`config.mk`:
```
export PLATFORM = sky130hd
export DESIGN_NAME = path_to_short_filename_top
export DESIGN_NICKNAME = d
export VERILOG_FILES = /design/src/rtl/ptsf_pkg.sv /design/src/rtl/ptsf_ctrl.sv /design/src/rtl/ptsf_dp.sv /design/src/rtl/path_to_short_filename_top.sv
export VERILOG_INCLUDE_DIRS = /design/src /design/src/rtl
export SDC_FILE = /design/constraint.sdc
export NUM_CORES = 1
export LEC_CHECK = 0
export BUFFER_PORTS_ARGS = -buffer_cell sky130_fd_sc_hd__buf_2
export CORE_ASPECT_RATIO = 0.75
export CORE_MARGIN = 4
export CORE_UTILIZATION = 60
export CTS_CLUSTER_DIAMETER = 50
export DETAILED_ROUTE_END_ITERATION = 16
export GPL_TIMING_DRIVEN = 1
export PLACE_DENSITY_LB_ADDON = 0.1
export SYNTH_ARGS = -nofsm -noshare
export SYNTH_HDL_FRONTEND = slang
export SYNTH_HIERARCHICAL = 1
export SYNTH_SLANG_ARGS = --single-unit
```
`constraint.sdc`:
```
create_clock -name clk -period 16.9 [get_ports clk]
set_input_delay 3.38 -clock clk [delete_from_list [all_inputs] [get_ports clk]]
set_output_delay 3.38 -clock clk [all_outputs]
set_load 0.02 [all_outputs]
```
`src/rtl/path_to_short_filename_top_macros.svh`:
```
`ifndef PATH_TO_SHORT_FILENAME_TOP_MACROS_SVH
`define PATH_TO_SHORT_FILENAME_TOP_MACROS_SVH

// trigger in one cycle implies consequent in the next, outside reset
`define PTSF_ASSERT_NEXT(label, trig, cons, msg) \
  label: assert property (@(posedge clk) disable iff (!rst_n) (trig) |=> (cons)) \
    else $error(msg);

// consequent holds in the cycle after reset is applied
`define PTSF_ASSERT_AFTER_RST(label, cons, msg) \
  label: assert property (@(posedge clk) !rst_n |=> (cons)) else $error(msg);

`endif

```
`src/rtl/ptsf_pkg.sv`:
```
package ptsf_pkg;

  localparam int BASE_CHARS  = 8;
  localparam int EXT_CHARS   = 4;
  localparam int TAIL_CHARS  = EXT_CHARS - 1;
  localparam int COUNT_WIDTH = 16;

  localparam int HEAD_IW = (BASE_CHARS > 1) ? $clog2(BASE_CHARS) : 1;
  localparam int HEAD_NW = $clog2(BASE_CHARS + 1);
  localparam int TAIL_IW = (TAIL_CHARS > 1) ? $clog2(TAIL_CHARS) : 1;
  localparam int TAIL_NW = $clog2(TAIL_CHARS + 1);
  localparam int IDX_W   = (HEAD_NW > TAIL_NW) ? HEAD_NW : TAIL_NW;

  localparam logic [COUNT_WIDTH-1:0] COUNT_MAX = {COUNT_WIDTH{1'b1}};

  localparam int CFG_AW = 3;
  localparam logic [CFG_AW-1:0] CFG_ADDR_ALLOW_SPACES = 3'd0;

  localparam logic [7:0] CH_DOT    = 8'h2E;
  localparam logic [7:0] CH_USCORE = 8'h5F;
  localparam logic [7:0] CH_SLASH  = 8'h2F;
  localparam logic [7:0] CH_BSLASH = 8'h5C;
  localparam logic [7:0] CH_COLON  = 8'h3A;
  localparam logic [7:0] CH_SPACE  = 8'h20;

  localparam logic [1:0] POS_START  = 2'd0;
  localparam logic [1:0] POS_LETTER = 2'd1;
  localparam logic [1:0] POS_BODY   = 2'd2;

  typedef enum logic [3:0] {
    S_IDLE,
    S_START,
    S_HEAD,
    S_DOT,
    S_TAIL,
    S_SEP,
    S_DRV_LETTER,
    S_DRV_COLON,
    S_END
  } state_t;

  typedef enum logic [2:0] {
    EM_HEAD,
    EM_DOT,
    EM_TAIL,
    EM_SEP,
    EM_LETTER,
    EM_COLON
  } emit_t;

  typedef struct packed {
    logic             accept;
    logic             emit;
    emit_t            sel;
    logic [IDX_W-1:0] idx;
    logic             last;
    logic             clear;
  } ptsf_cmd_t;

  typedef struct packed {
    logic               is_drive;
    logic               is_sep;
    logic               split;
    logic               one;
    logic [HEAD_NW-1:0] n_head;
    logic [TAIL_NW-1:0] n_tail;
    logic               slot_free;
  } ptsf_stat_t;

  function automatic logic [7:0] map_char(input logic [7:0] c, input logic allow);
    logic [7:0] r;
    r = c;
    case (c)
      8'h3A, 8'h3B, 8'h2C, 8'h3D, 8'h2B, 8'h22,
      8'h5B, 8'h5D, 8'h3C, 8'h3E, 8'h7C, 8'h09: r = CH_USCORE;
      CH_SPACE: r = allow ? CH_SPACE : CH_USCORE;
      default: r = c;
    endcase
    return r;
  endfunction

  function automatic logic [7:0] body_char(input logic [7:0] c, input logic allow);
    return map_char((c == CH_DOT) ? CH_USCORE : c, allow);
  endfunction

endpackage

```
`src/rtl/ptsf_ctrl.sv`:
```
module ptsf_ctrl (
  input  logic                 clk,
  input  logic                 rst_n,
  input  logic                 in_tvalid,
  input  logic                 in_tlast,
  output logic                 in_tready,
  input  ptsf_pkg::ptsf_stat_t st,
  output ptsf_pkg::ptsf_cmd_t  cmd
);
  import ptsf_pkg::*;

  state_t           state_r, state_nxt;
  logic [IDX_W-1:0] idx_r, idx_nxt;
  logic             drive_r, drive_nxt;
  logic             sep_r, sep_nxt;
  logic             fin_r, fin_nxt;
  logic             flush_r, flush_nxt;
  logic             head_end, tail_end, more_tail;

  always_ff @(posedge clk) begin
    if (!rst_n) begin
      state_r <= S_IDLE;
      idx_r   <= '0;
      drive_r <= 1'b0;
      sep_r   <= 1'b0;
      fin_r   <= 1'b0;
      flush_r <= 1'b0;
    end else begin
      state_r <= state_nxt;
      idx_r   <= idx_nxt;
      drive_r <= drive_nxt;
      sep_r   <= sep_nxt;
      fin_r   <= fin_nxt;
      flush_r <= flush_nxt;
    end
  end

  assign head_end  = (idx_r == IDX_W'(st.n_head - HEAD_NW'(1)));
  assign tail_end  = (idx_r == IDX_W'(st.n_tail - TAIL_NW'(1)));
  assign more_tail = st.split && (st.n_tail != '0);

  always_comb begin
    state_nxt = state_r;
    idx_nxt   = idx_r;
    drive_nxt = drive_r;
    sep_nxt   = sep_r;
    fin_nxt   = fin_r;
    flush_nxt = flush_r;
    in_tready = 1'b0;
    cmd       = '0;
    cmd.sel   = EM_HEAD;
    cmd.idx   = idx_r;
    case (state_r)
      S_IDLE: begin
        in_tready = 1'b1;
        if (in_tvalid) begin
          cmd.accept = 1'b1;
          drive_nxt  = st.is_drive;
          sep_nxt    = st.is_sep;
          fin_nxt    = in_tlast;
          flush_nxt  = !st.is_drive && (st.is_sep || in_tlast);
          state_nxt  = S_START;
        end
      end
      S_START: begin
        idx_nxt = '0;
        if (drive_r)                            state_nxt = S_DRV_LETTER;
        else if (flush_r && st.split)           state_nxt = S_HEAD;
        else if (flush_r && st.one)             state_nxt = S_DOT;
        else if (flush_r && st.n_head != '0)    state_nxt = S_HEAD;
        else if (sep_r)                         state_nxt = S_SEP;
        else                                    state_nxt = S_END;
      end
      S_HEAD: begin
        if (st.slot_free) begin
          cmd.emit = 1'b1;
          cmd.sel  = EM_HEAD;
          cmd.last = fin_r && !sep_r && !st.split && head_end;
          if (head_end) begin
            if (st.split)  state_nxt = S_DOT;
            else if (sep_r) state_nxt = S_SEP;
            else           state_nxt = S_END;
          end else begin
            idx_nxt = idx_r + IDX_W'(1);
          end
        end
      end
      S_DOT: begin
        if (st.slot_free) begin
          cmd.emit = 1'b1;
          cmd.sel  = EM_DOT;
          cmd.last = fin_r && !sep_r && !more_tail;
          idx_nxt  = '0;
          if (more_tail)  state_nxt = S_TAIL;
          else if (sep_r) state_nxt = S_SEP;
          else            state_nxt = S_END;
        end
      end
      S_TAIL: begin
        if (st.slot_free) begin
          cmd.emit = 1'b1;
          cmd.sel  = EM_TAIL;
          cmd.last = fin_r && !sep_r && tail_end;
          if (tail_end) state_nxt = sep_r ? S_SEP : S_END;
          else          idx_nxt = idx_r + IDX_W'(1);
        end
      end
      S_SEP: begin
        if (st.slot_free) begin
          cmd.emit  = 1'b1;
          cmd.sel   = EM_SEP;
          cmd.last  = fin_r;
          state_nxt = S_END;
        end
      end
      S_DRV_LETTER: begin
        if (st.slot_free) begin
          cmd.emit  = 1'b1;
          cmd.sel   = EM_LETTER;
          state_nxt = S_DRV_COLON;
        end
      end
      S_DRV_COLON: begin
        if (st.slot_free) begin
          cmd.emit  = 1'b1;
          cmd.sel   = EM_COLON;
          cmd.last  = fin_r;
          state_nxt = S_END;
        end
      end
      S_END: begin
        cmd.clear = drive_r || flush_r || fin_r;
        state_nxt = S_IDLE;
      end
      default: state_nxt = S_IDLE;
    endcase
  end

endmodule

```
`src/rtl/ptsf_dp.sv`:
```
module ptsf_dp (
  input  logic                 clk,
  input  logic                 rst_n,
  input  logic                 allow_spaces,
  input  logic [7:0]           in_tdata,
  input  logic                 in_tlast,
  input  ptsf_pkg::ptsf_cmd_t  cmd,
  output ptsf_pkg::ptsf_stat_t st,
  output logic                 out_tvalid,
  input  logic                 out_tready,
  output logic [7:0]           out_tdata,
  output logic                 out_tlast
);
  import ptsf_pkg::*;

  logic [1:0]             pos_r, pos_nxt;
  logic [COUNT_WIDTH-1:0] len_r, len_nxt;
  logic                   dot_f_r, dot_f_nxt;
  logic [COUNT_WIDTH-1:0] dot_off_r, dot_off_nxt;
  logic                   us_f_r, us_f_nxt;
  logic [COUNT_WIDTH-1:0] us_off_r, us_off_nxt;
  logic                   out_valid_r, out_valid_nxt;
  logic [7:0]             out_byte_r;
  logic                   out_last_r;
  logic [7:0]             sep_byte_r;
  logic [7:0]             head_r  [BASE_CHARS];
  logic [7:0]             dtail_r [TAIL_CHARS];
  logic [7:0]             utail_r [TAIL_CHARS];

  logic                   letter, do_add;
  logic [COUNT_WIDTH-1:0] d, rem, rem1, src, dpos, upos;
  logic                   have;
  logic [7:0]             tail_byte, emit_byte;

  assign letter = ((in_tdata >= 8'h41) && (in_tdata <= 8'h5A)) ||
                  ((in_tdata >= 8'h61) && (in_tdata <= 8'h7A));
  assign st.is_drive = (pos_r == POS_LETTER) && (in_tdata == CH_COLON);
  assign st.is_sep   = (in_tdata == CH_SLASH) || (in_tdata == CH_BSLASH);
  assign do_add = cmd.accept && !st.is_drive && !st.is_sep && (len_r != COUNT_MAX);

  // where the current byte lands relative to each extension point
  assign dpos = len_r - dot_off_r - COUNT_WIDTH'(1);
  assign upos = len_r - us_off_r - COUNT_WIDTH'(1);

  // flush plan, from the registered component state
  assign have = dot_f_r || us_f_r;
  assign d    = dot_f_r ? dot_off_r : us_off_r;
  assign rem  = len_r - d;
  assign rem1 = rem - COUNT_WIDTH'(1);
  assign st.split = have && (d != '0) &&
                    ((rem <= COUNT_WIDTH'(EXT_CHARS)) ||
                     ((len_r > COUNT_WIDTH'(BASE_CHARS)) && (d > COUNT_WIDTH'(TAIL_CHARS))));
  assign st.one = have && (len_r == COUNT_WIDTH'(1));
  assign src = st.split ? d : len_r;
  assign st.n_head = (src < COUNT_WIDTH'(BASE_CHARS)) ? src[HEAD_NW-1:0] : HEAD_NW'(BASE_CHARS);
  assign st.n_tail = (rem1 < COUNT_WIDTH'(TAIL_CHARS)) ? rem1[TAIL_NW-1:0]
                                                       : TAIL_NW'(TAIL_CHARS);
  assign st.slot_free = !out_valid_r || out_tready;

  always_comb begin
    pos_nxt     = pos_r;
    len_nxt     = len_r;
    dot_f_nxt   = dot_f_r;
    dot_off_nxt = dot_off_r;
    us_f_nxt    = us_f_r;
    us_off_nxt  = us_off_r;
    if (cmd.accept) begin
      if (in_tlast)                              pos_nxt = POS_START;
      else if (!st.is_drive && pos_r == POS_START && letter) pos_nxt = POS_LETTER;
      else                                       pos_nxt = POS_BODY;
    end
    if (do_add) begin
      if (in_tdata == CH_DOT) begin
        dot_f_nxt   = 1'b1;
        dot_off_nxt = len_r;
      end
      if (in_tdata == CH_USCORE) begin
        us_f_nxt   = 1'b1;
        us_off_nxt = len_r;
      end
      len_nxt = len_r + COUNT_WIDTH'(1);
    end
    if (cmd.clear) begin
      len_nxt     = '0;
      dot_f_nxt   = 1'b0;
      dot_off_nxt = '0;
      us_f_nxt    = 1'b0;
      us_off_nxt  = '0;
    end
  end

  assign tail_byte = dot_f_r ? dtail_r[cmd.idx[TAIL_IW-1:0]] : utail_r[cmd.idx[TAIL_IW-1:0]];

  always_comb begin
    case (cmd.sel)
      EM_HEAD:   emit_byte = body_char(head_r[cmd.idx[HEAD_IW-1:0]], allow_spaces);
      EM_DOT:    emit_byte = CH_DOT;
      EM_TAIL:   emit_byte = body_char(tail_byte, allow_spaces);
      EM_SEP:    emit_byte = map_char(sep_byte_r, allow_spaces);
      EM_LETTER: emit_byte = head_r[0];
      EM_COLON:  emit_byte = CH_COLON;
      default:   emit_byte = CH_USCORE;
    endcase
  end

  always_comb begin
    out_valid_nxt = out_valid_r;
    if (cmd.emit)      out_valid_nxt = 1'b1;
    else if (out_tready) out_valid_nxt = 1'b0;
  end

  always_ff @(posedge clk) begin
    if (!rst_n) begin
      pos_r       <= POS_START;
      len_r       <= '0;
      dot_f_r     <= 1'b0;
      dot_off_r   <= '0;
      us_f_r      <= 1'b0;
      us_off_r    <= '0;
      out_valid_r <= 1'b0;
    end else begin
      pos_r       <= pos_nxt;
      len_r       <= len_nxt;
      dot_f_r     <= dot_f_nxt;
      dot_off_r   <= dot_off_nxt;
      us_f_r      <= us_f_nxt;
      us_off_r    <= us_off_nxt;
      out_valid_r <= out_valid_nxt;
    end
  end

  always_ff @(posedge clk) begin
    if (cmd.accept) sep_byte_r <= in_tdata;
    if (cmd.emit) begin
      out_byte_r <= emit_byte;
      out_last_r <= cmd.last;
    end
    if (do_add) begin
      if (len_r < COUNT_WIDTH'(BASE_CHARS)) head_r[len_r[HEAD_IW-1:0]] <= in_tdata;
      if (dot_f_r && dpos < COUNT_WIDTH'(TAIL_CHARS)) dtail_r[dpos[TAIL_IW-1:0]] <= in_tdata;
      if (us_f_r && upos < COUNT_WIDTH'(TAIL_CHARS))  utail_r[upos[TAIL_IW-1:0]] <= in_tdata;
    end
  end

  assign out_tvalid = out_valid_r;
  assign out_tdata  = out_byte_r;
  assign out_tlast  = out_last_r;

endmodule

```
`src/rtl/path_to_short_filename_top.sv`:
```
// Path to 8.3 short-name converter.
// Input stream: one path character per item, in_tdata[7:0] = path_byte,
// in_tlast = final_byte (last character of the path).
// Output stream: out_tdata[7:0] = out_byte, out_tlast = out_final, set on the
// last output character produced for the final input character.
// The block works on one item at a time. A plain character passes through
// accept, plan and clear. A separator or the final character flushes the
// buffered component, emitting at most 13 characters through the single
// output register.
// A drive prefix ("C:") emits two characters when the colon arrives.
// A stalled receiver holds the output register; the sequencer waits on it and
// no input is taken until the current item's characters are all loaded.
// Reset (synchronous, active low) returns to the start of a path, empties the
// output register and clears allow_spaces. allow_spaces sits at APB address 0,
// bit 0, and must be written only while the block is idle; the block does not enforce it.
module path_to_short_filename_top (
  input  logic                         clk,
  input  logic                         rst_n,
  input  logic                         in_tvalid,
  output logic                         in_tready,
  input  logic [7:0]                   in_tdata,  // [7:0] path_byte
  input  logic                         in_tlast,
  output logic                         out_tvalid,
  input  logic                         out_tready,
  output logic [7:0]                   out_tdata, // [7:0] out_byte
  output logic                         out_tlast,
  input  logic                         cfg_psel,
  input  logic                         cfg_penable,
  input  logic                         cfg_pwrite,
  input  logic [ptsf_pkg::CFG_AW-1:0]  cfg_paddr,
  input  logic [31:0]                  cfg_pwdata,
  output logic [31:0]                  cfg_prdata,
  output logic                         cfg_pready
);
  import ptsf_pkg::*;
  `include "path_to_short_filename_top_macros.svh"

  logic       allow_r, allow_nxt;
  logic       cfg_wr;
  ptsf_cmd_t  cmd;
  ptsf_stat_t st;

  assign cfg_pready = 1'b1;
  assign cfg_wr     = cfg_psel && cfg_penable && cfg_pwrite && cfg_pready &&
                      (cfg_paddr == CFG_ADDR_ALLOW_SPACES);
  assign allow_nxt  = cfg_wr ? cfg_pwdata[0] : allow_r;
  assign cfg_prdata = (cfg_paddr == CFG_ADDR_ALLOW_SPACES) ? {31'b0, allow_r} : 32'b0;

  always_ff @(posedge clk) begin
    if (!rst_n) allow_r <= 1'b0;
    else        allow_r <= allow_nxt;
  end

  ptsf_ctrl u_ctrl (
    .clk       (clk),
    .rst_n     (rst_n),
    .in_tvalid (in_tvalid),
    .in_tlast  (in_tlast),
    .in_tready (in_tready),
    .st        (st),
    .cmd       (cmd)
  );

  ptsf_dp u_dp (
    .clk          (clk),
    .rst_n        (rst_n),
    .allow_spaces (allow_r),
    .in_tdata     (in_tdata),
    .in_tlast     (in_tlast),
    .cmd          (cmd),
    .st           (st),
    .out_tvalid   (out_tvalid),
    .out_tready   (out_tready),
    .out_tdata    (out_tdata),
    .out_tlast    (out_tlast)
  );

  `PTSF_ASSERT_NEXT(a_one_item_at_a_time, in_tvalid && in_tready, !in_tready, "item taken while busy")
  `PTSF_ASSERT_NEXT(a_cfg_write_lands, cfg_wr, allow_r == $past(cfg_pwdata[0]), "allow_spaces not written")
  `PTSF_ASSERT_NEXT(a_emit_needs_slot, cmd.emit && !st.slot_free, 1'b0, "output overwritten")
  `PTSF_ASSERT_AFTER_RST(a_reset_empty, !out_tvalid && in_tready, "output not empty after reset")

endmodule

```
Word level (Yosys, flattened, before mapping)
Memories as Yosys holds them, arrays and structs flattened. A register that Yosys moved wholly into a read port is not among the register bits.
Index checks and enable logic that the tools add are counted.
{ "word_totals": {"ff_bits": 83, "latch_bits": 0, "ramBits": 112, "rom_bits": 0, "inputBits": 51, "output_inout_bits": 44, "elab_cells": 247, "mem_count": 3} }
{ "op_classes": {"add_sub_neg": 10, "multipliers": 0, "div_mod_pow": 0, "n_lt_le_gt_ge": 12, "n_eq_ne": 74, "shift": 0, "muxes": 70, "bitwise": 1, "n_reduce_logical": 60} }
{ "memory_table": {"columns": ["name", "depth", "width", "read_ports", "rd_ports_with_merged_regs", "write_ports", "line_no", "source"], "rows": [
  ["u_dp.head_r", 8, 8, 2, 1, 1, "ptsf_dp.sv:26", "logic [7:0] head_r [BASE_CHARS];"],
  ["u_dp.dtail_r", 3, 8, 1, 1, 1, "ptsf_dp.sv:27", "logic [7:0] dtail_r [TAIL_CHARS];"],
  ["u_dp.utail_r", 3, 8, 1, 1, 1, "ptsf_dp.sv:28", "logic [7:0] utail_r [TAIL_CHARS];"]
]} }
{ "ops": {"columns": ["op", "n"], "rows": [
  ["equality test 8 x 6 -> 1 bit (second input constant)", 32],
  ["2-to-1 mux 4 bit", 27],
  ["equality test 8 x 7 -> 1 bit (second input constant)", 11],
  ["less-than comparator 16 x 2 -> 1 bit (second input constant)", 3],
  ["case mux 8 bit (2 select lines)", 3],
  ["case mux 8 bit (6 select lines)", 1],
  ["subtractor 16 x 1 -> 16 bit (second input constant)", 3],
  ["subtractor 16 bit", 3],
  ["OR reduction 12 bit", 3],
  ["less-than comparator 16 x 4 -> 1 bit (second input constant)", 2],
  ["2-to-1 mux 16 bit", 2],
  ["case mux 4 bit (7 select lines)", 1],
  ["logical AND 1 bit", 27],
  ["equality test 8 x 4 -> 1 bit (second input constant)", 3],
  ["2-to-1 mux 8 bit", 3],
  ["case mux 4 bit (6 select lines)", 1],
  ["2-to-1 mux 1 bit", 20],
  ["adder 16 x 1 -> 16 bit (second input constant)", 1],
  ["equality test 16 x 1 -> 1 bit (second input constant)", 1],
  ["equality test 4 x 3 -> 1 bit (second input constant)", 4],
  [">= comparator 8 x 7 -> 1 bit (second input constant)", 2],
  ["greater-than comparator 16 x 2 -> 1 bit (second input constant)", 1],
  ["greater-than comparator 16 x 4 -> 1 bit (second input constant)", 1],
  ["less-or-equal comparator 16 x 3 -> 1 bit (second input constant)", 1],
  ["other kinds (33)", 71]
]} }

Longest topological paths before layout
Gate-level depths: netlist of run 1.
{ "depth": {"depth_word": 15, "depth_mapped": 24, "depth_no_buf": 21} }

Hierarchy
The synthesis of run 1 kept the hierarchy.
{ "modules_own_cells": {"columns": ["module", "instances", "cells_each", "area_per_inst_um2", "seq_area_each_um2"], "rows": [
  ["ptsf_dp", 1, 1128, 11586.1, 4934.7],
  ["ptsf_ctrl", 1, 146, 1092.3, 240.2],
  ["path_to_short_filename_top", 1, 41, 309.0, 20.0]
]} }

Least setup slack after synthesis of run 1
OpenSTA, ideal clock, no wires.
{ "synth_timing": {"path_kind": "input to output", "start": "input cfg_paddr[1] (netlist name)", "end": "output cfg_prdata[0]", "arrival_time_ns": 3.757, "required_time_ns": 13.520, "setup_slack_ns": 9.763, "cell_stages": 2, "path_buffers": 0, "cell_sequence": "nor3_2 -> and2_2"} }
{ "synth_via": {"elab_chain_len": 2} }
{ "synth_lines": {"columns": ["item", "line_no", "source"], "rows": [
  ["from (decl)", "path_to_short_filename_top.sv:30", "input logic [ptsf_pkg::CFG_AW-1:0] cfg_paddr,"],
  ["logical NOT 3 bit", "path_to_short_filename_top.sv:47", "assign cfg_prdata = (cfg_paddr == CFG_ADDR_ALLOW_SPACES) ? {31'b0, allow_r} : 32'b0;"],
  ["2-to-1 mux 1 bit", "path_to_short_filename_top.sv:47", null],
  ["to (decl)", "path_to_short_filename_top.sv:32", "output logic [31:0] cfg_prdata,"]
]} }
Every way passes these cells.

Final worst setup path of run 1
Same ends and word-level chain as after synthesis.

==> out/metrics.csv, run 1 <==
metric;value;unit
Die Wd;177.9;um
post-layout min period;7.351;ns
Max IR drop VDD;70.12;uV
Initial Util;61.15;%
routability congestion estimate;0.9064;
RSZ-0062 raised after global routing;false;
Slew @ Worst Pin;1.304;ns
FF-to-FF setup slack;10.89;ns
crit path cell chain;buf_2 -> nor3_2 -> and2_2 -> buf_2;
synthesized area per cell;9.876;um2
CP top delay family;simple AND/OR/NAND/NOR gates;
Tot GR Track Use;26.08;%
clock tree buffer depth;2;
clock skew;0.01255;ns
prevailing post-synth register cell;edfxtp_1;
post-layout util;65.37;%
HP Start;u_dp/us_off_r[0];
Clock Power Share;37.3;%
I/O Buffers;31;
power per cell area;84.51;mW/mm2
Mapped Cells;1315;
area share of the largest cell type after synthesis;29.83;%
most used cell, CP;buf_2;
post-synthesis sequential area ratio;40.00;%
largest net degree at the start of global routing;51;
setup bufs post-CTS;0;
Yosys cell types;102;
drt total wl;31.37;mm
async set or reset register ratio after synthesis;0;%
CTS resizes;0;
Initial DRC Count;1116;
CTS Sinks;195;
CP max-delay cell;nor3_2;
Arrival @ worst endpoint;3.97;ns
worst-path fanout max;2;
sequential share of power;45.7;%
worst r2r dst;u_ctrl/state_r[2];
final instance area;0.01388;mm2
Area growth, synth to finish;6.898;%
Vias;10240;
Final period util;43.49;%
CTS tree;built;
HP Class;flop to flop;
Synth Cell Area;0.01299;mm2
max-capacitance violation count;0;
Setup CP Type;input pin to output port;
setup_tns;0;ns
Critical Path RT;13.52;ns
Root Buffer;clkbuf_16;
first-pass GRT wire length;49.38;mm
Top Ports;95;
DRT antenna net count;0;
Post-synth EDFFs;129;
antenna violations before repair;0;
status;completed;
hold depth;2;
Sw Pwr;307.9;uW
Hold Fails Final Rpt;0;
Hold EP;u_dp/us_off_r[0];
CP startpoint kind;input pin;
setup violators final;0;
clock slew at reported path FFs;0.07;ns
hold buffer count at CTS;0;
worst r2r path cells;21;
Cell Rows;46;
Pint;865.4;uW
Leakage;0.004924;uW
switching share of power;26.24;%
post-DR wirelength/cell;19.27;um
CORE AREA;0.02124;mm2
latest clock arrival within the worst-skew pair;0.44;ns
Critical Path Max Stage Delay;0.18;ns
H-tree levels;4;
fraction of layout cells with a size suffix above 1;10.45;%
Final #Nets;1435;
routed vias/inst;6.287;
cts bufs inserted;17;
vias in the first global route;9329;
Max-slew headroom;10.85;%
crit end category;output port;
number of diodes;0;
Area contributors post-synth;edfxtp_1, dfxtp_1, mux2i_1, ha_1, nor2_1;
worst path buffer plus inverter count;2;
full die area;0.02409;mm2
total iterations of the first detailed-routing run;8;
die height;135.4;um
Ys Warns;6;
Pins Over Slew Limit;0;
Combinational Power Share;17.0;%
Placement Cell Area;0.01324;mm2
grt total ovfl;0;
Synth area leader;edfxtp_1;
FF+latch count, synth;195;
fmax;136.0;MHz
Reg-to-Reg Start;u_dp/dot_f_r;
post-DP HPWL;22.75;mm
DRC viols;0;
-- metrics by stage --
step / total power, uW / hold WS, ns / setup slack [ns] / cells
2_1_floorplan: 697.1 / 0.4601 / 9.763 / 1345
3_3_place_gp: 737.6 / 0.4765 / 9.557 / 1596
3_5_place_dp: 741.3 / 0.4914 / 9.544 / 1596
4_1_cts: 1177 / 0.5073 / 9.544 / 1628
5_1_grt: 1222 / 0.5608 / 9.503 / 1628
6_report: 1173 / 0.5057 / 9.549 / 1628
-- flip-flops by register name, indices dropped and copies added, names as in the netlist --
signal and flops:
u_dp/dot_off_r 16, u_ctrl/drive_r 1, u_dp/dot_f_r 1, u_dp/dtail_r 24, allow_r 1, u_dp/utail_r 24
u_ctrl/state_r 4, u_dp/sep_byte_r 8, u_dp/out_tdata 8, u_dp/us_off_r 16, u_dp/out_tlast 1, u_ctrl/idx_r 4
u_dp/out_tvalid 1, u_ctrl/sep_r 1, u_dp/head_r 64, u_dp/len_r 16, u_dp/us_f_r 1, u_dp/pos_r 2
u_ctrl/fin_r 1, u_ctrl/flush_r 1
-- synthesized netlist by cell type (17+ instances only) --
master and number:
a21oi_1 51, buf_2 17, buf_4 38, clkbuf_1 20, dfxtp_1 66, edfxtp_1 129, ha_1 54, inv_1 74
mux2_1 19, mux2i_1 76, nand2_1 70, nand2b_1 22, nand3_1 38, nand4_1 17, nor2_1 122, nor2b_1 24
nor3_1 51, nor4_1 18, o21ai_0 51, xnor2_1 21, xor2_1 31
-- cell families (layout without fill, tap and decap cells) --
group	Yosys count	in the layout	share of synthesized area, %
other	2	32	0.05783
adder cells (fa/ha/maj)	58	58	5.742
AND/OR/NAND/NOR	450	450	18.29
flip-flops	195	195	40.00
AO/OA/AOI/OAI	271	271	14.54
XOR/XNOR	55	55	3.931
multiplexers	125	125	11.34
buffers and inverters	159	154	6.108
-- placed cells by master, fill, tap and decap left out, drive strengths merged, types with 10 or more instances in the layout --
master	n
mux2i	77
nand3	39
nand4	17
nand2b	22
xor2	31
conb	32
nor2	122
a211oi	10
o211ai	16
nor4	22
buf	46
o21a	14
xnor2	23
ha	54
nor2b	24
edfxtp	129
nor3	53
and3	15
a21oi	51
clkbuf	19
inv	77
dfxtp	66
mux4	14
mux2	34
o21ai	67
nand2	70
-- how the worst max path moves through the flow --
stage / start / endpoint / slack [ns] / cells after the start
after floorplan: cfg_paddr[1] / cfg_prdata[0] / 9.76 / 2
final: cfg_paddr[1] / cfg_prdata[0] / 9.55 / 4
after CTS: cfg_paddr[1] / cfg_prdata[0] / 9.54 / 4
after detailed placement: cfg_paddr[1] / cfg_prdata[0] / 9.54 / 4
after global routing: cfg_paddr[1] / cfg_prdata[0] / 9.50 / 4
after global placement: cfg_paddr[1] / cfg_prdata[0] / 9.56 / 4
-- power groups by stage --
| stage | Clock (uW) | Combinational, uW | Sequential [uW] |
|---|---|---|---|
| after detailed placement | 0 | 195 | 547 |
| after CTS | 445 | 196 | 536 |
| after floorplan | 0 | 159 | 538 |
| after global routing | 466 | 218 | 538 |
| after global placement | 0 | 191 | 546 |
| final | 438 | 199 | 537 |
-- worst reg2reg max path, cell delays in order (launching register included) --
cell	delay (ns)
dfxtp_2	0.31
buf_4	0.32
o21ai_0	0.62
ha_1	0.28
inv_1	0.05
fa_1	0.43
a21o_1	0.26
a2111oi_4	0.35
nand2b_1	0.15
o221ai_1	0.11
a2111o_1	0.47
nor4_4	0.38
a31oi_2	0.18
a41o_1	0.30
a32o_1	0.30
inv_1	0.10
ha_1	0.14
or4b_1	0.49
o21ai_1	0.27
nor3b_1	0.23
o31ai_1	0.09
mux2i_1	0.13
-- final cells by class --
class / instances / area (um2)
clock inverter: 13 / 206.4
inverter: 76 / 285.3
fill: 1700 / 7355
sequential: 195 / 5199
timing repair buffer: 46 / 267.8
tap: 288 / 360.3
multi-input combinational: 991 / 7132
clock buffer: 19 / 432.9
-- metal layers --
metal	vias to the layer above	part of all wire [%]	global-route usage, %
met5	-	0	0
met4	0	1.1	5.195
met3	41	8.7	6.390
met2	431	44	39.02
met1	4867	46	38.85
li1	4896	-	-
No activity file was read; power rests on OpenSTA's default activity.
==> run 2, diff against run 1 <==
ABC_AREA = 1   (was unset)
CORE_UTILIZATION = 56   (was 60)
clock period = 6.6 ns   (was 16.9 ns; I/O delays follow)
==> run 2 against run 1 <==
  * Sequential share of layout area fell by 0.63 points
  * Synthesized cell count increased by 38%
  * Die area up 9.9%
  * Clock power grew 130%
  * Total power grew to 3.9 times the previous value
  * Cell count grew 31%
  * Worst setup slack got worse by 7.9 ns
  * Sequential power rose to 2.8 times the previous value
  * Sequential cell count unchanged
  * Routed wire length increased by 7.9%
  * Largest power group is now combinational logic
==> out/metrics.csv, run 2 <==
metric;value;unit
worst r2r path cells;26;
crit path launch;u_dp/dot_f_r;
setup_tns;0;ns
cts bufs inserted;17;
CP startpoint kind;flop;
Synth area leader;edfxtp_1;
most frequent cells in the layout;nand2_1, inv_1, nor2_1;
crit end category;flop;
clock skew;0.01327;ns
largest net degree at the start of global routing;47;
post-layout min period;4.907;ns
clock slew at reported path FFs;0.08;ns
die height;141.9;um
Synth Cell Area;0.01338;mm2
DRT antenna net count;0;
HP Class;flop to flop;
simple-gate area share of the yosys netlist;30.98;%
async set or reset register ratio after synthesis;0;%
most common cell after layout, fill and taps aside;nand2_1;
adder-cell share of the synthesized area;5.497;%
Final period util;74.35;%
Max IR drop VDD;256.7;uV
setup violators final;0;
FF-to-FF setup slack;1.69;ns
vias in the first global route;10370;
Post-synth EDFFs;129;
Area contributors post-synth;edfxtp_1, nand2_1, dfxtp_1, inv_1, nand3_1;
Post-Synth XOR/XNOR Area;2.543;%
Mapped Cells;1812;
Initial DRC Count;1010;
CTS resizes;0;
count leader, synth;nand2_1;
fraction of layout cells with a size suffix above 1;8.043;%
full die area;0.02646;mm2
post-DP HPWL;25.11;mm
synthesized area per cell;7.386;um2
Root Buffer;clkbuf_16;
status;completed;
Ys Warns;6;
most used cell, CP;nand2_1;
Hold Fails Final Rpt;0;
Max-slew headroom;20.87;%
CP max-delay cell;dfxtp_2;
Tot GR Track Use;25.56;%
Critical Path Max Stage Delay;0.79;ns
DRC viols;0;
worst path buffer plus inverter count;4;
Setup CP Type;flop to flop;
clock tree buffer depth;2;
Top Ports;95;
Area growth, synth to finish;5.469;%
Crit path depth;26;
total iterations of the first detailed-routing run;5;
routability congestion estimate;0.9351;
Arrival @ worst endpoint;5.27;ns
number of diodes;0;
max-capacitance violation count;0;
CTS Sinks;195;
final hold slack;0.4755;ns
Reg-to-Reg Start;u_dp/dot_f_r;
critical path capture point;u_ctrl/state_r[1];
worst r2r dst;u_ctrl/state_r[1];
multiplexer share of the synthesized area;0;%
power per cell area;323.4;mW/mm2
worst-path fanout max;31;
first-pass GRT wire length;54.47;mm
max reg flops;64;
Critical Path RT;6.96;ns
Design Power;4564;uW
post-layout util;60.73;%
combinational family with the most area after synthesis;simple AND/OR/NAND/NOR gates;
Final #Nets;1935;
RSZ-0062 raised after global routing;false;
Die Wd;186.5;um
area share of the largest cell type after synthesis;28.94;%
post-DR wirelength/cell;15.81;um
CORE AREA;0.02324;mm2
Cell Rows;48;
Initial Util;57.59;%
H-tree levels;4;
grt total ovfl;0;
fillers;2219;
FF+latch count, synth;195;
drt total wl;33.84;mm
Post-synth top cells;nand2_1, inv_1, nor2_1;
Leakage;0.006580;uW
setup bufs post-CTS;0;
routed vias/inst;5.466;
antenna violations before repair;1;
Yosys cell types;61;
CP top delay family;simple AND/OR/NAND/NOR gates;
fmax;203.8;MHz
I/O Buffers;31;
hold buffer count at CTS;0;
prevailing post-synth register cell;edfxtp_1;
Vias;11700;
post-synthesis sequential area ratio;38.81;%
Slew @ Worst Pin;1.178;ns
Pins Over Slew Limit;0;
Compound-Gate Fraction of Synth Area;10.42;%
CTS tree;built;
latest clock arrival within the worst-skew pair;0.44;ns
## run 2: worst min path at each step
stage / depth (start not counted) / start / to / slack [ns]
6_report: 2 / u_dp/us_off_r[15] / u_dp/us_off_r[15] / 0.48
5_1_grt: 2 / u_dp/us_off_r[8] / u_dp/us_off_r[8] / 0.51
4_1_cts: 2 / u_dp/us_off_r[15] / u_dp/us_off_r[15] / 0.48
3_5_place_dp: 2 / u_dp/us_off_r[15] / u_dp/us_off_r[15] / 0.47
3_3_place_gp: 2 / u_dp/us_off_r[15] / u_dp/us_off_r[15] / 0.46
2_1_floorplan: 2 / u_dp/us_off_r[10] / u_dp/us_off_r[10] / 0.44
## run 2: routing by layer
layer	vias to the layer above	part of all wire (%)	global-route usage, %
li1	5918	-	-
met1	5343	50	40.07
met2	420	40	37.31
met3	16	9.1	4.575
met4	0	0.77	4.629
met5	-	0	0
## run 2: worst reg2reg max path: cells and delay by family, from the launching register on
family | cells | cell delay (ns)
compound gates | 4 | 0.77
buf+inv | 4 | 0.67
flops | 1 | 0.79
xor+xnor | 2 | 0.52
simple gates | 14 | 1.42
fa+ha+maj | 2 | 0.67
## run 2: logic make-up after synthesis
| logic type | Yosys count |
|---|---|
| and+or+nand+nor | 930 |
| buffers and inverters | 342 |
| AOI/OAI and AO/OA | 248 |
| DFF | 195 |
| adders and majority gates | 57 |
| xor gates and xnor gates | 38 |
| other | 2 |
## run 2: through the flow
step / cell area (um2) / worst slack, ns / std cells
after global routing: 14120 / 1.189 / 2140
after CTS: 14120 / 1.721 / 2140
final: 14120 / 1.693 / 2140
after global placement: 13540 / 1.816 / 2108
after floorplan: 13500 / 2.600 / 1842
after detailed placement: 13540 / 1.763 / 2108
## run 2: cell type report
class                   instances  area [um2]  share of cell area, %
multi-input cells            1305        6740                  47.75
flip-flops and latches        195        5197                  36.82
inverters                     271        1027                  7.277
clock buffers                  20       467.9                  3.315
well taps                     300       375.4                  2.659
repair buffers                 37       200.2                  1.418
clock inverters                12       107.6                 0.7623
## run 2: power breakdown
group | switching [uW] | internal [uW] | leakage [uW]
Combinational | 1380 | 653 | 0.00459
Sequential | 101 | 1410 | 0.00170
Clock | 490 | 530 | 0.000288
==> run 3, diff against run 2 <==
CORE_UTILIZATION = 60   (was 56)
clock period = 4.92 ns   (was 6.6 ns; I/O delays follow)
==> run 3 against run 2 <==
  * Maximum frequency up 8.8%
  * Combinational power rose by 37%
  * Sequential cell count unchanged
  * Routed wire length is 1.9% higher
  * Worst setup slack got worse by 1.3 ns
  * Die area is 6.3% lower
  * Largest cell class unchanged
  * Largest power group unchanged
  * Highest routed layer unchanged
==> out/metrics.csv, run 3 (synthesis results as in run 2) <==
metric;value;unit
clock slew at reported path FFs;0.08;ns
Initial DRC Count;1299;
Post-Place Cells;2123;
final setup margin;0.4082;ns
FF-to-FF setup slack;0.41;ns
largest net degree at the start of global routing;47;
Pins Over Slew Limit;0;
HP Start;u_dp/us_off_r[15];
Arrival @ worst endpoint;4.87;ns
clock skew;0.01366;ns
Critical Path RT;5.28;ns
worst r2r dst;u_ctrl/state_r[3];
Leakage;0.006695;uW
cts bufs inserted;17;
Design Power;6206;uW
Hold EP;u_dp/us_off_r[15];
grt total ovfl;0;
Hold Fails Final Rpt;0;
I/O Buffers;31;
die height;137.3;um
hold depth;2;
Die Wd;180.5;um
setup bufs post-CTS;0;
latest clock arrival within the worst-skew pair;0.44;ns
Setup CP Type;flop to flop;
Area growth, synth to finish;6.946;%
first-pass GRT wire length;54.18;mm
Reg-to-Reg Start;u_dp/dot_f_r;
Final period util;91.70;%
Top Ports;95;
Max IR drop VDD;349.3;uV
post-layout util;65.08;%
CTS tree;built;
Vias;11880;
most frequent cells in the layout;nand2_1, inv_1, nor2_1;
hold buffer count at CTS;0;
total iterations of the first detailed-routing run;5;
H-tree levels;4;
routed vias/inst;5.515;
Root Buffer;clkbuf_16;
DRC viols;0;
vias in the first global route;10270;
max reg flops;64;
crit end category;flop;
post-DP HPWL;26.00;mm
Initial Util;60.85;%
Tot GR Track Use;27.48;%
CTS resizes;0;
status;completed;
Max-slew headroom;29.13;%
fraction of layout cells with a size suffix above 1;9.189;%
post-DR wirelength/cell;16.00;um
HP Class;flop to flop;
CORE AREA;0.02199;mm2
number of diodes;0;
worst-path fanout max;27;
full die area;0.02479;mm2
Slew @ Worst Pin;1.059;ns
DP Worst Slack;0.4429;ns
Final #Nets;1956;
power per cell area;433.6;mW/mm2
most common cell after layout, fill and taps aside;nand2_1;
setup violators final;0;
max-capacitance violation count;0;
fmax;221.6;MHz
CP startpoint kind;flop;
worst r2r path cells;25;
fin cells;2155;
drt total wl;34.47;mm
post-layout min period;4.512;ns
DRT antenna net count;0;
CTS Sinks;195;
routability congestion estimate;0.9275;
Cell Rows;47;
clock tree buffer depth;2;
antenna violations before repair;0;
## run 3: metal layers
| layer | track usage, % | wire length, um | up-vias | share of wire, % |
|---|---|---|---|---|
| li1 | - | - | 5943 | - |
| met2 | 38.13 | 13560 | 487 | 39 |
| met5 | 0 | 0 | - | 0 |
| met4 | 5.248 | 358 | 0 | 1.0 |
| met1 | 43.14 | 16790 | 5419 | 49 |
| met3 | 7.179 | 3762 | 35 | 11 |
## run 3: cell type report
cell class	count	area [um2]
clock buffer	18	439.2
clock inverter	14	170.2
fill	1975	7680
inverter	271	1027
multi-input combinational	1305	6743
sequential	195	5197
tap	294	367.9
timing repair buffer	58	369.1
## run 3: how the worst max path moves through the flow
stage / start / slack, ns / endpoint
floorplan: u_dp/dot_f_r / 0.92 / u_dp/out_tlast
global placement: u_dp/dot_f_r / 0.58 / u_dp/out_tlast
detailed placement: u_dp/dot_f_r / 0.44 / u_ctrl/state_r[3]
CTS: u_dp/dot_f_r / 0.41 / u_ctrl/state_r[3]
global route: u_dp/dot_f_r / -0.02 / u_ctrl/state_r[3]
finish: u_dp/dot_f_r / 0.41 / u_ctrl/state_r[3]
## run 3: report_power, final
part	internal [uW]	total, uW	switching [uW]
Combinational	891	2780	1890
Clock	708	1420	711
Sequential	1900	2010	112
## run 3: stage by stage
step                TNS [ns]  area, um2  hold WS, ns
finish                     0      14310       0.4712
global route        -0.01672      14310       0.4982
CTS                        0      14300       0.4729
detailed placement         0      13690       0.4608
global placement           0      13690       0.4569
floorplan                  0      13500       0.4444
## run 3: worst max-delay path, cell delays in order (launching register included)
cell and delay, ns:
dfxtp_2 0.39, buf_6 0.20, nand2_1 0.11, o21ai_0 0.24, fa_1 0.55, nand3_1 0.11, nand2_1 0.09, nand2_1 0.08
nand2_1 0.08, xor2_1 0.26, inv_1 0.12, nor2_1 0.12, nand4_1 0.17, o21ai_4 0.24, nand3_1 0.11, nand2_2 0.12
nand2_1 0.06, inv_1 0.08, inv_1 0.09, ha_1 0.31, xnor2_1 0.16, nor2_4 0.13, nand3_1 0.14, nand2_1 0.18
nand2_2 0.10, nor3_1 0.18
